**src/irs_ram.sv**
```systemverilog
// Generic RAM: one write port, two registered read ports.
// Depends on nothing.
module irs_ram #(
    parameter int DEPTH = 256,
    parameter int WIDTH = 8,
    parameter int AW    = $clog2(DEPTH)
) (
    input  logic             clk,
    input  logic             wr_en,
    input  logic [AW-1:0]    wr_addr,
    input  logic [WIDTH-1:0] wr_data,
    input  logic [AW-1:0]    rd_addr_a,
    input  logic [AW-1:0]    rd_addr_b,
    output logic [WIDTH-1:0] rd_data_a,
    output logic [WIDTH-1:0] rd_data_b
);

    logic [WIDTH-1:0] mem [DEPTH];

    always_ff @(posedge clk)
    begin
        if (wr_en)
        begin
            mem[wr_addr] <= wr_data;
        end
        rd_data_a <= mem[rd_addr_a];
        rd_data_b <= mem[rd_addr_b];
    end

endmodule

```
**config.mk**
```make
export PLATFORM = sky130hd
export DESIGN_NAME = irs_ram
export DESIGN_NICKNAME = d
export VERILOG_FILES = /design/src/irs_ram.sv
export SDC_FILE = /design/constraint.sdc
export NUM_CORES = 2
export LEC_CHECK = 0
export ABC_AREA = 0
export ABC_CLOCK_PERIOD_IN_PS = 3000
export BUFFER_PORTS_ARGS = -buffer_cell sky130_fd_sc_hd__buf_4
export CELL_PAD_IN_SITES_DETAIL_PLACEMENT = 1
export CELL_PAD_IN_SITES_GLOBAL_PLACEMENT = 1
export CORE_MARGIN = 2
export CORE_UTILIZATION = 59
export CTS_BUF_LIST = sky130_fd_sc_hd__clkbuf_8
export DETAILED_ROUTE_END_ITERATION = 10
export PLACE_DENSITY = 0.81
export SYNTH_ARGS = -nofsm -noshare
export SYNTH_HDL_FRONTEND = slang
export SYNTH_SLANG_ARGS = --single-unit
```
**constraint.sdc**
```tcl
create_clock -name clk -period 3 [get_ports clk]
set_input_delay 0.45 -clock clk [delete_from_list [all_inputs] [get_ports clk]]
set_output_delay 0.45 -clock clk [all_outputs]
set_load 0.02 [all_outputs]
```
Word-level counts from Yosys, hierarchy flattened
Memory sizes are Yosys's and may differ from the RTL's. A register that Yosys moved wholly into a read port is not among the register bits. Index checks and enable logic that the tools add are counted.

Muxes and demuxes: 2.

Operators by type and width (number): 2-to-1 mux 1 bit (2).

Register bits: 0. Bits in writable memories: 2048. Bits of input ports: 34. Logic and storage cells: 3. Memories: 1.

Memories: mem (words 256, width 8, rd ports 2, clocked after Yosys merged registers in 2, wr ports 1, RTL line 18) `logic [WIDTH-1:0] mem [DEPTH];`.

Depth between registers and ports, before layout
Word-level depth: 2. Mapped depth: 12. Depth with buffers taken out: 6.

Least setup slack after synthesis
OpenSTA, ideal clock, no wires.

Path kind: input to register. From: input port rd_addr_b[0]. To: register rd_data_b[0], read port of mem. Setup time: 0.140 ns. Data arrival time: 2.351 ns. Data required time: 2.860 ns. Path slack: 0.509 ns. Cell stages on the path: 9. Path through: buf_4 buf_6 buf_2 mux4_2 mux4_2 nand2_1 a21oi_1 a21oi_1 a221oi_2.

RTL lines: start: declaration (RTL line 13) `input logic [AW-1:0] rd_addr_b,`; end: declaration (RTL line 15) `output logic [WIDTH-1:0] rd_data_b`.

==> flow_metrics.py <==
metrics = {
    "power": {
        "p_seq_share_pct": 51.5,
        "powerDensity_mw_per_mm2": 557,
        "swShare_pct": 25.7,
        "total_power_mw": 62.1,
        "intPower_mw": 46.1,
        "p_switching_mw": 16.0,
        "p_clk_share_pct": 38.1,
        "vdd_drop_max_v": 0.000578,
        "combPwrFrac_pct": 10.4,
        "p_leak_nw": 36.9,
    },
    "logic_synthesis": {
        "synth_edf_count": 2048,
        "ys.flop_type": "edfxtp_1",
        "synth_seq_cells": 2064,
        "synth_fp_nets": 4881,
        "netlist_area_sq_mm": 0.0970,
        "syn_inst": 4847,
        "synth_warnings": 0,
        "synthDistinctLibCells": 65,
        "synthArstFlopShare_pct": 0,
        "avgSynthCellArea_sq_um": 20.0,
        "ys_seq_area_share_pct": 63.7,
    },
    "critical_path": {
        "r2r_cells": 6,
        "worst_setup_path_end_kind": "register",
        "startpoint_type": "register",
        "reg2reg_slack_ns": 0.006,
        "critPathRequiredTime_ns": 3.98,
        "r2r_end": "rd_data_a[7]",
        "criticalPathCategory": "register to register",
        "r2r-start": "mem[11][7]",
        "cp.arrival_ns": 3.98,
        "crit_fanout": 2,
    },
    "clock_tree": {
        "postCtsSetupBuffers": 0,
        "clk_path_buf_depth": 4,
        "clock_sinks": 2064,
        "htree_num_levels": 5,
        "root_buffer": "clkbuf_8",
        "cts_tree": "built",
        "clk_pin_slew_ns": 0.07,
        "cts_buffers": 350,
        "clk_latency_ns": 1.15,
    },
    "floorplan": {
        "initial_core_util_pct": 59.5,
        "die_h_um": 409,
        "pin_count": 50,
        "rows": 148,
        "die_area_sq_mm": 0.168,
        "fp.dieW_um": 409,
        "core_sq_mm": 0.163,
    },
    "cells_and_area": {
        "final_core_util_pct": 68.4,
        "design_area_sq_mm": 0.111,
        "drive_gt1_share_pct": 40.6,
        "syn_to_final_growth_pct": 14.9,
        "finalNetCount": 5738,
        "stdcell_count": 8142,
        "nFillCells": 13200,
    },
    "timing": {
        "fmax_ghz": 0.334,
        "period_minus_slack_ns": 2.99,
        "rsz0062_at_grt": "no",
        "holdWs_ns": 0.0342,
        "hold_viol": 0,
        "setup_viol": 0,
        "slew_viol_final": 0,
        "fin_ws_ns": 0.00594,
        "setup_tns_ns": 0,
        "relSlewSlack_pct": 19.8,
        "worst_pin_slew_ns": 1.20,
        "fin_crit_sh_pct": 99.8,
        "clock_skew_ns": 0.0751,
    },
    "routing": {
        "dr.pass1.iters": 8,
        "wl_per_cell_um": 44.3,
        "vias_per_cell": 7.83,
        "ant_nets": 0,
        "wirelength_mm": 360,
        "drc_errors": 0,
        "drtIter0Drc": 11100,
        "vias": 63700,
    },
    "placement": {
        "hpwlAfterDp_mm": 235,
        "place_ws_ns": -1.14,
        "gp_congestion": 0.969,
        "portBuffers": 49,
        "placed_cells": 7523,
        "dpl_cell_area_sq_mm": 0.105,
    },
    "min_path": {
        "hp-start": "wr_data[0]",
        "min_to": "mem[210][0]",
        "whs_path_depth": 1,
        "hold_path_class": "input pin to register",
    },
    "outcome": {
        "status": "complete, no violations",
    },
    "global_routing": {
        "grt_pass1_vias": 66100,
        "grt_usage_pct": 43.4,
        "antenna_found_initial": 39,
        "grt-ovfl-total": 0,
        "grt_max_degree": 113,
        "grt_pass1_wl_mm": 509,
    },
    "job": {
        "max_cap_viol_count": 0,
    },
}
## cells by family after synthesis
group                  Yosys count  share of synthesized area (%)
buffers and inverters          401                           2.73
AND/OR/NAND/NOR                591                           2.70
multiplexers                  1325                           27.3
flip-flops                    2064                           63.7
AO/OA/AOI/OAI                  466                           3.54
## cell usage in the layout (no fill, tap or decap), drive strengths merged, types with 9 or more instances in the layout
master	count
edfxtp	2048
mux4	1051
buf	887
clkbuf	371
nor2	299
mux2i	236
clkinv	131
nand2	114
inv	94
a21oi	79
o221ai	67
a22oi	62
nand3	52
o22ai	48
mux2	38
o21ai	37
a221oi	37
a211oi	28
nor2b	27
diode	24
a22o	22
nor3	21
dfxtp	16
nand4	13
o211ai	13
and2	12
o31ai	11
nand2b	11
a221o	10
a2bb2oi	9
## what timing repair did
action | CTS | global route
endpoints found under the hold margin | 203 | 0
endpoints found under the setup margin | 2 | 1
gates resized for setup | 2 | 1
gates cloned | 0 | 0
hold buffers | 4 | 0
## power groups by stage
stage	Sequential, mW	Combinational [mW]	Clock (mW)
detailed placement	32.5	6.08	0
floorplan	32.5	3.15	0
global placement	32.5	5.89	0
CTS	31.9	6.21	23.6
global route	31.9	6.52	24.6
finish	31.9	6.48	23.6
## synth_stat cells, types with 9 or more instances
library cell	number	area share, %
a2bb2oi_1	9	0.081
edfxtp_1	2048	63
buf_2	104	0.54
dfxtp_1	16	0.33
a22oi_1	62	0.48
nor2b_1	27	0.17
o21ai_0	34	0.18
and2_1	12	0.077
nor2_1	298	1.2
mux2i_1	236	2.4
a211oi_1	28	0.22
o221ai_1	65	0.59
buf_6	44	0.51
buf_1	25	0.097
a21oi_1	79	0.41
mux2_2	38	0.44
a221o_1	10	0.10
a22o_1	22	0.20
o22ai_1	48	0.31
clkbuf_1	137	0.53
nand3_1	52	0.27
o31ai_1	11	0.085
nand2_1	114	0.44
buf_8	35	0.54
nor3_1	21	0.11
nand2b_1	11	0.071
buf_4	42	0.33
a221oi_1	32	0.29
nand4_1	13	0.084
o211ai_1	13	0.10
mux4_2	1051	24
## worst max-delay path, cell delays in order, from the launching register on
cell and delay [ns]:
edfxtp_1 0.38, mux4_2 0.47, and2_1 0.18, o32ai_1 0.41, o21ai_0 0.33, a221oi_2 0.94
nor4_1 0.15
## worst max path at each step
stage                   endpoint          from  slack [ns]
detailed placement  rd_data_a[7]  rd_addr_a[1]       -1.14
CTS                 rd_data_a[4]   mem[224][4]        0.21
finish              rd_data_a[7]    mem[11][7]       0.006
global route        rd_data_a[4]   mem[224][4]        0.08
global placement    rd_data_a[7]  rd_addr_a[1]       -0.98
floorplan           rd_data_b[0]  rd_addr_b[0]        0.51
## state kept, by name (all words and copies together) (netlist names)
register   cells
mem         2048
rd_data_a      8
rd_data_b      8
## layout make-up
type                       count  area (sq um)  area share, %
antenna                       24          60.1         0.0539
clock buffer                 362          4980           4.47
clock inverter               229          1090          0.982
inverter                       6          26.3         0.0236
multi-input combinational   2382         32500           29.2
sequential                  2064         61800           55.5
tap                         2175          2720           2.44
timing repair buffer         900          8190           7.35
## routing by layer
layer	global-route usage, %	vias to the layer above	routed length [um]
met1	55.4	32400	113000
met5	0.345	-	257
met4	28.1	30	29400
met3	15.1	1706	56300
li1	-	22800	-
met2	63.9	6815	162000
Note: power is estimated with default switching activity, not from simulation.
