<file path="src/irs_pkg.sv">
// Package for the indexed random set: sizes, mode, status and unit op codes.
// No dependencies; imported by irs_unit, indexed_random_set and the testbench.
package irs_pkg;

    localparam int MAX_ENTRIES  = 256;
    localparam int INDEX_SPACE  = 256;
    localparam int IDX_W        = 8;
    localparam int COUNT_W      = 9;
    localparam int DRAW_W       = 16;
    localparam int STATUS_W     = 3;
    localparam logic [COUNT_W-1:0] SIZE_RESET = COUNT_W'(256);

    typedef enum logic [1:0] {
        MODE_ENQ   = 2'd0,
        MODE_DEL   = 2'd1,
        MODE_DEQ   = 2'd2,
        MODE_QUERY = 2'd3
    } mode_t;

    typedef enum logic [STATUS_W-1:0] {
        ST_OK          = 3'd0,
        ST_RANGE       = 3'd1,
        ST_PRESENT     = 3'd2,
        ST_NOT_PRESENT = 3'd3,
        ST_EMPTY       = 3'd4
    } status_t;

    typedef enum logic [1:0] {
        UNIT_INC   = 2'd0,
        UNIT_DEC   = 2'd1,
        UNIT_SCALE = 2'd2
    } unit_op_t;

endpackage

</file>
<file path="src/irs_unit.sv">
// Shared arithmetic unit: count increment, decrement and slot scaling.
// Depends on irs_pkg.
module irs_unit
    import irs_pkg::*;
(
    input  unit_op_t             op,
    input  logic [COUNT_W-1:0]   count_in,
    input  logic [DRAW_W-1:0]    draw_in,
    output logic [COUNT_W-1:0]   result
);

    logic [COUNT_W+DRAW_W-1:0] product;

    assign product = (COUNT_W+DRAW_W)'(count_in) * (COUNT_W+DRAW_W)'(draw_in);

    always_comb
    begin
        unique case (op)
            UNIT_INC:   result = count_in + COUNT_W'(1);
            UNIT_DEC:   result = count_in - COUNT_W'(1);
            UNIT_SCALE: result = product[COUNT_W+DRAW_W-1:DRAW_W];
            default:    result = count_in;
        endcase
    end

endmodule

</file>
<file path="config.mk">
export PLATFORM = sky130hd
export DESIGN_NAME = irs_unit
export DESIGN_NICKNAME = d
export VERILOG_FILES = /design/src/irs_pkg.sv /design/src/irs_unit.sv
export SDC_FILE = /design/constraint.sdc
export NUM_CORES = 1
export LEC_CHECK = 0
export ABC_AREA = 1
export ABC_CLOCK_PERIOD_IN_PS = 19000
export BUFFER_PORTS_ARGS = -buffer_cell sky130_fd_sc_hd__buf_2
export CORE_MARGIN = 2
export CORE_UTILIZATION = 60
export DETAILED_ROUTE_END_ITERATION = 7
export GPL_ROUTABILITY_DRIVEN = 0
export PLACE_DENSITY = 0.79
export SYNTH_ARGS = -nofsm -noshare
export SYNTH_HDL_FRONTEND = slang
export SYNTH_SLANG_ARGS = --single-unit
</file>
<file path="constraint.sdc">
create_clock -name vclk -period 19
set_input_delay 3.8 -clock vclk [all_inputs]
set_output_delay 3.8 -clock vclk [all_outputs]
set_load 0.02 [all_outputs]
</file>
# --- Word-level counts from Yosys, hierarchy flattened ---
# Index checks and enable logic that the tools add are counted.
classes:
  n_addsub: 2
  multipliers: 1
  eq_ne: 2
  mux: 1
  reduce_logical: 1
op_table:
  columns: ["op", "count"]
  rows:
  - ["case mux 9 bit (3 select lines)", 1]
  - ["multiplier 9 x 16 -> 25 bit", 1]
  - ["adder 9 x 1 -> 9 bit (second input constant)", 1]
  - ["subtractor 9 x 1 -> 9 bit (second input constant)", 1]
  - ["equality test 2 x 1 -> 1 bit (second input constant)", 1]
  - ["equality test 2 bit (second input constant)", 1]
  - ["logical NOT 2 bit", 1]
word_totals:
  register_bits: 0
  inputBits: 27
  out_inout_bits: 9
  wordCells: 7

# --- Logic depth before layout (Yosys ltp) ---
depth:
  word_depth: 2
  depth_mapped: 26
  mapped_depth_nobuf: 24

# --- Worst setup path after synthesis ---
# OpenSTA, ideal clock, no wires.
synth_path:
  kind: "input -> output"
  start: "in count_in[8]"
  end: "out result[1]"
  arrival_time_ps: 7811
  t_required_ps: 15200
  path_slack_ps: 7389
  cell_stages: 17
  cell_sequence: "clkbuf_1 > clkbuf_1 > nand2_1 > fa_1 > fa_1 > inv_1 > fa_1 > fa_1 > ha_1 > a21o_1 > a21oi_1 > o21ai_0 > nand2_1 > nand2_1 > nand2_1 > nand2_1 > o21bai_1"
synth_between:
  elab_chain_len: 2
synth_rtl:
  columns: ["element", "line_no", "rtl"]
  rows:
  - ["start: declaration", "irs_unit.sv:7", "input logic [COUNT_W-1:0] count_in,"]
  - ["multiplier 9 x 16 -> 25 bit", "irs_unit.sv:14", "assign product = (COUNT_W+DRAW_W)'(count_in) * (COUNT_W+DRAW_W)'(draw_in);"]
  - ["case mux 9 bit (3 select lines)", "irs_unit.sv:18", "unique case (op)"]
  - ["end: declaration", "irs_unit.sv:9", "output logic [COUNT_W-1:0] result"]
# Every way passes these cells.

# --- Worst setup path in the final report ---
layout_path:
  start: "in count_in[5]"
  end: "out result[2]"
# The elaborated chain is that of the path after synthesis.

==> run_results.csv <==
group,metric,value,unit
run_status,status,"complete, no violations",
cts,cts_resized,0,
timing,post-route-min-period,11.80,ns
drt,ant_nets,0,
die,io_pins,36,
yosys,synth_fa_ha_area_share,49.0,%
global_routing,grt_antenna_before_repair,0,
worst_setup_path,crit_fanout,18,
timing,drv_slew,0,
yosys,ys_seq_area_share,0,%
final_layout,nFlopsAndLatches,0,
place,placed_cells,896,
yosys,synth_area_leaders,"fa_1 (38%), inv_1 (16%), nand2_1 (16%)",
yosys,syn_area,5270,µm²
final_layout,drive_gt1_share,6.85,%
die,dieArea,9540,µm²
worst_setup_path,critical_path_class,"in -> out",
drt,vias_per_cell,5.20,
pwr,power_density,100,nW/µm²
drt,routed_wl,12200,µm
yosys,yosysMostFrequentCell,"inv_1",
worst_setup_path,cp-start-kind,"primary input",
pwr,p_sw,349,µW
drt,post-route-drc-count,0,
pwr,comb_power_share,100.0,%
hold_path,holdPathStages,5,
final_layout,area_growth,3.14,%
timing,setup_ws,7.20,ns
yosys,synth_top_family_by_area,"adder cells",
yosys,synth_commonest_cells,"inv_1 (230), nand2_1 (228), fa_1 (99)",
yosys,post_synth_num_cell_types,34,
pwr,irDropWorstVdd,0.0000663,V
yosys,syn_nets,960,
global_routing,grt_pass1_vias,4976,
pwr,seqPwrFrac,0,%
timing,timing.final.crit_share,62.1,%
hold_path,hold_path_class,"in -> out",
pwr,p_leak,0.00356,µW
place,hpwl,10100,µm
die,dieWidth,97.7,µm
final_layout,fin_util,63.2,%
pwr,swShare,64.0,%
timing,relSlewSlack,68.2,%
yosys,yosys_warnings,0,
worst_setup_path,cp.required,15.20,ns
timing,hold_viol_final,0,
timing,clock.fmax,0.0848,GHz
worst_setup_path,cp.arrival,8.00,ns
drt,wl_per_cell,13.6,µm
yosys,synth_xor_xnor_area_share,0.333,%
final_layout,final_cells,896,
timing,holdWs,8.09,ns
global_routing,grt_pass1_wl,21900,µm
timing,setup_viol,0,
timing,tns,0,ns
place,post-place-ws,7.21,ns
yosys,synthMuxAreaShare,0,%
place,io_buffers,36,
final_layout,nClkBuffers,0,
yosys,syn_area_per_cell,6.70,µm²
cts,cts_setup_buffers,0,
die,start_util,61.3,%
timing,tightest_slew,0.476,ns
drt,drt_first_pass_iters,5,
global_routing,grt_max_degree,21,
global_routing,gr-total-overflow,0,
die,fp.dieH,97.7,µm
final_layout,seqCellArea,0,µm²
final_layout,multiInputGateArea,4250,µm²
timing,rsz0062_at_grt,"no",
run,cap_violations,0,
yosys,synthCells,786,
final_layout,nets,964,
final_layout,antenna_cells,0,
die,num_rows,34,
final_layout,num-fill-cells,805,
global_routing,grt_util_all_layers,27.6,%
cts,cts_hold_buf,0,
yosys,synthSimpleGateAreaFrac,24.8,%
drt,drt-initial-drc-count,229,
yosys,synth_top_area_share,37.6,%
die,core_area,8590,µm²
yosys,synth_compound_area_share,6.49,%
yosys,yosys.area.top_type,"fa_1",
worst_setup_path,end_kind,"output port",
drt,dr_total_vias,4657,
pwr,p_int,196,µW
pwr,power.share.clock,0,%
layout by cell type, fill, tap and decap left out, drive strengths merged:
cell,Yosys,layout
a31oi,1,1
o22ai,1,1
nand4,3,3
or2,1,1
o21bai,6,6
inv,230,230
ha,48,48
and2,2,2
a22oi,1,1
buf,4,36
nor4,1,1
nor3b,1,1
clkinv,1,1
xnor2,2,2
nand3b,2,2
o211ai,1,1
a21boi,2,2
a22o,1,1
nor3,5,5
a21o,4,4
a32o,1,1
nand3,27,27
nand2,237,237
o21ai,14,14
fa,99,99
nor2,34,34
a21oi,27,27
layer usage:
metal / wire, µm / vias up / track usage [%]
li1: - / 2263 / -
met1: 5060 / 2241 / 34.8
met2: 6320 / 133 / 51.7
met3: 604 / 20 / 2.01
met4: 203 / 0 / 5.98
met5: 0 / - / 0
power groups by stage:
stage | clock (µW) | sequential, µW | combinational, µW
finish | 0 | 0 | 545
global route | 0 | 0 | 631
CTS | 0 | 0 | 544
detailed placement | 0 | 0 | 541
global placement | 0 | 0 | 527
floorplan | 0 | 0 | 424
cell type report:
| type | instances | area share [%] |
|---|---|---|
| Inverter | 231 | 16.0 |
| Multi-Input combinational cell | 521 | 78.2 |
| Tap cell | 108 | 2.49 |
| Timing Repair Buffer | 36 | 3.32 |
worst paths after layout:
check                        from  slack (ns)   endpoint
worst max-delay path  count_in[5]        7.20  result[2]
worst min-delay path        op[0]        8.09  result[5]
kinds of logic (layout without fill, tap and decap cells):
group,Yosys count,count (layout)
AOI/OAI and AO/OA,59,59
xor gates and xnor gates,2,2
adders and majority gates,147,147
buffers and inverters,265,267
and+or+nand+nor,313,313
stage by stage:
stage	total power [µW]	instance area, µm²
floorplan	424	5270
global placement	527	5430
detailed placement	541	5430
CTS	544	5430
global route	631	5430
finish	545	5430
critical path, stage by stage:
cell and delay (ns):
buf_2 0.39, nand2_1 0.12, inv_1 0.08, fa_1 0.44, fa_1 0.53, fa_1 0.54, inv_1 0.05, fa_1 0.55
inv_1 0.05, ha_1 0.35, a21oi_1 0.23, nor2_1 0.06, nor2_1 0.15, nor3_1 0.06, nor2_1 0.15, nand2_1 0.07
nand2_1 0.06, nand3_1 0.06, nand2_1 0.08, buf_2 0.16
Note: power is estimated with default switching activity, not from simulation.
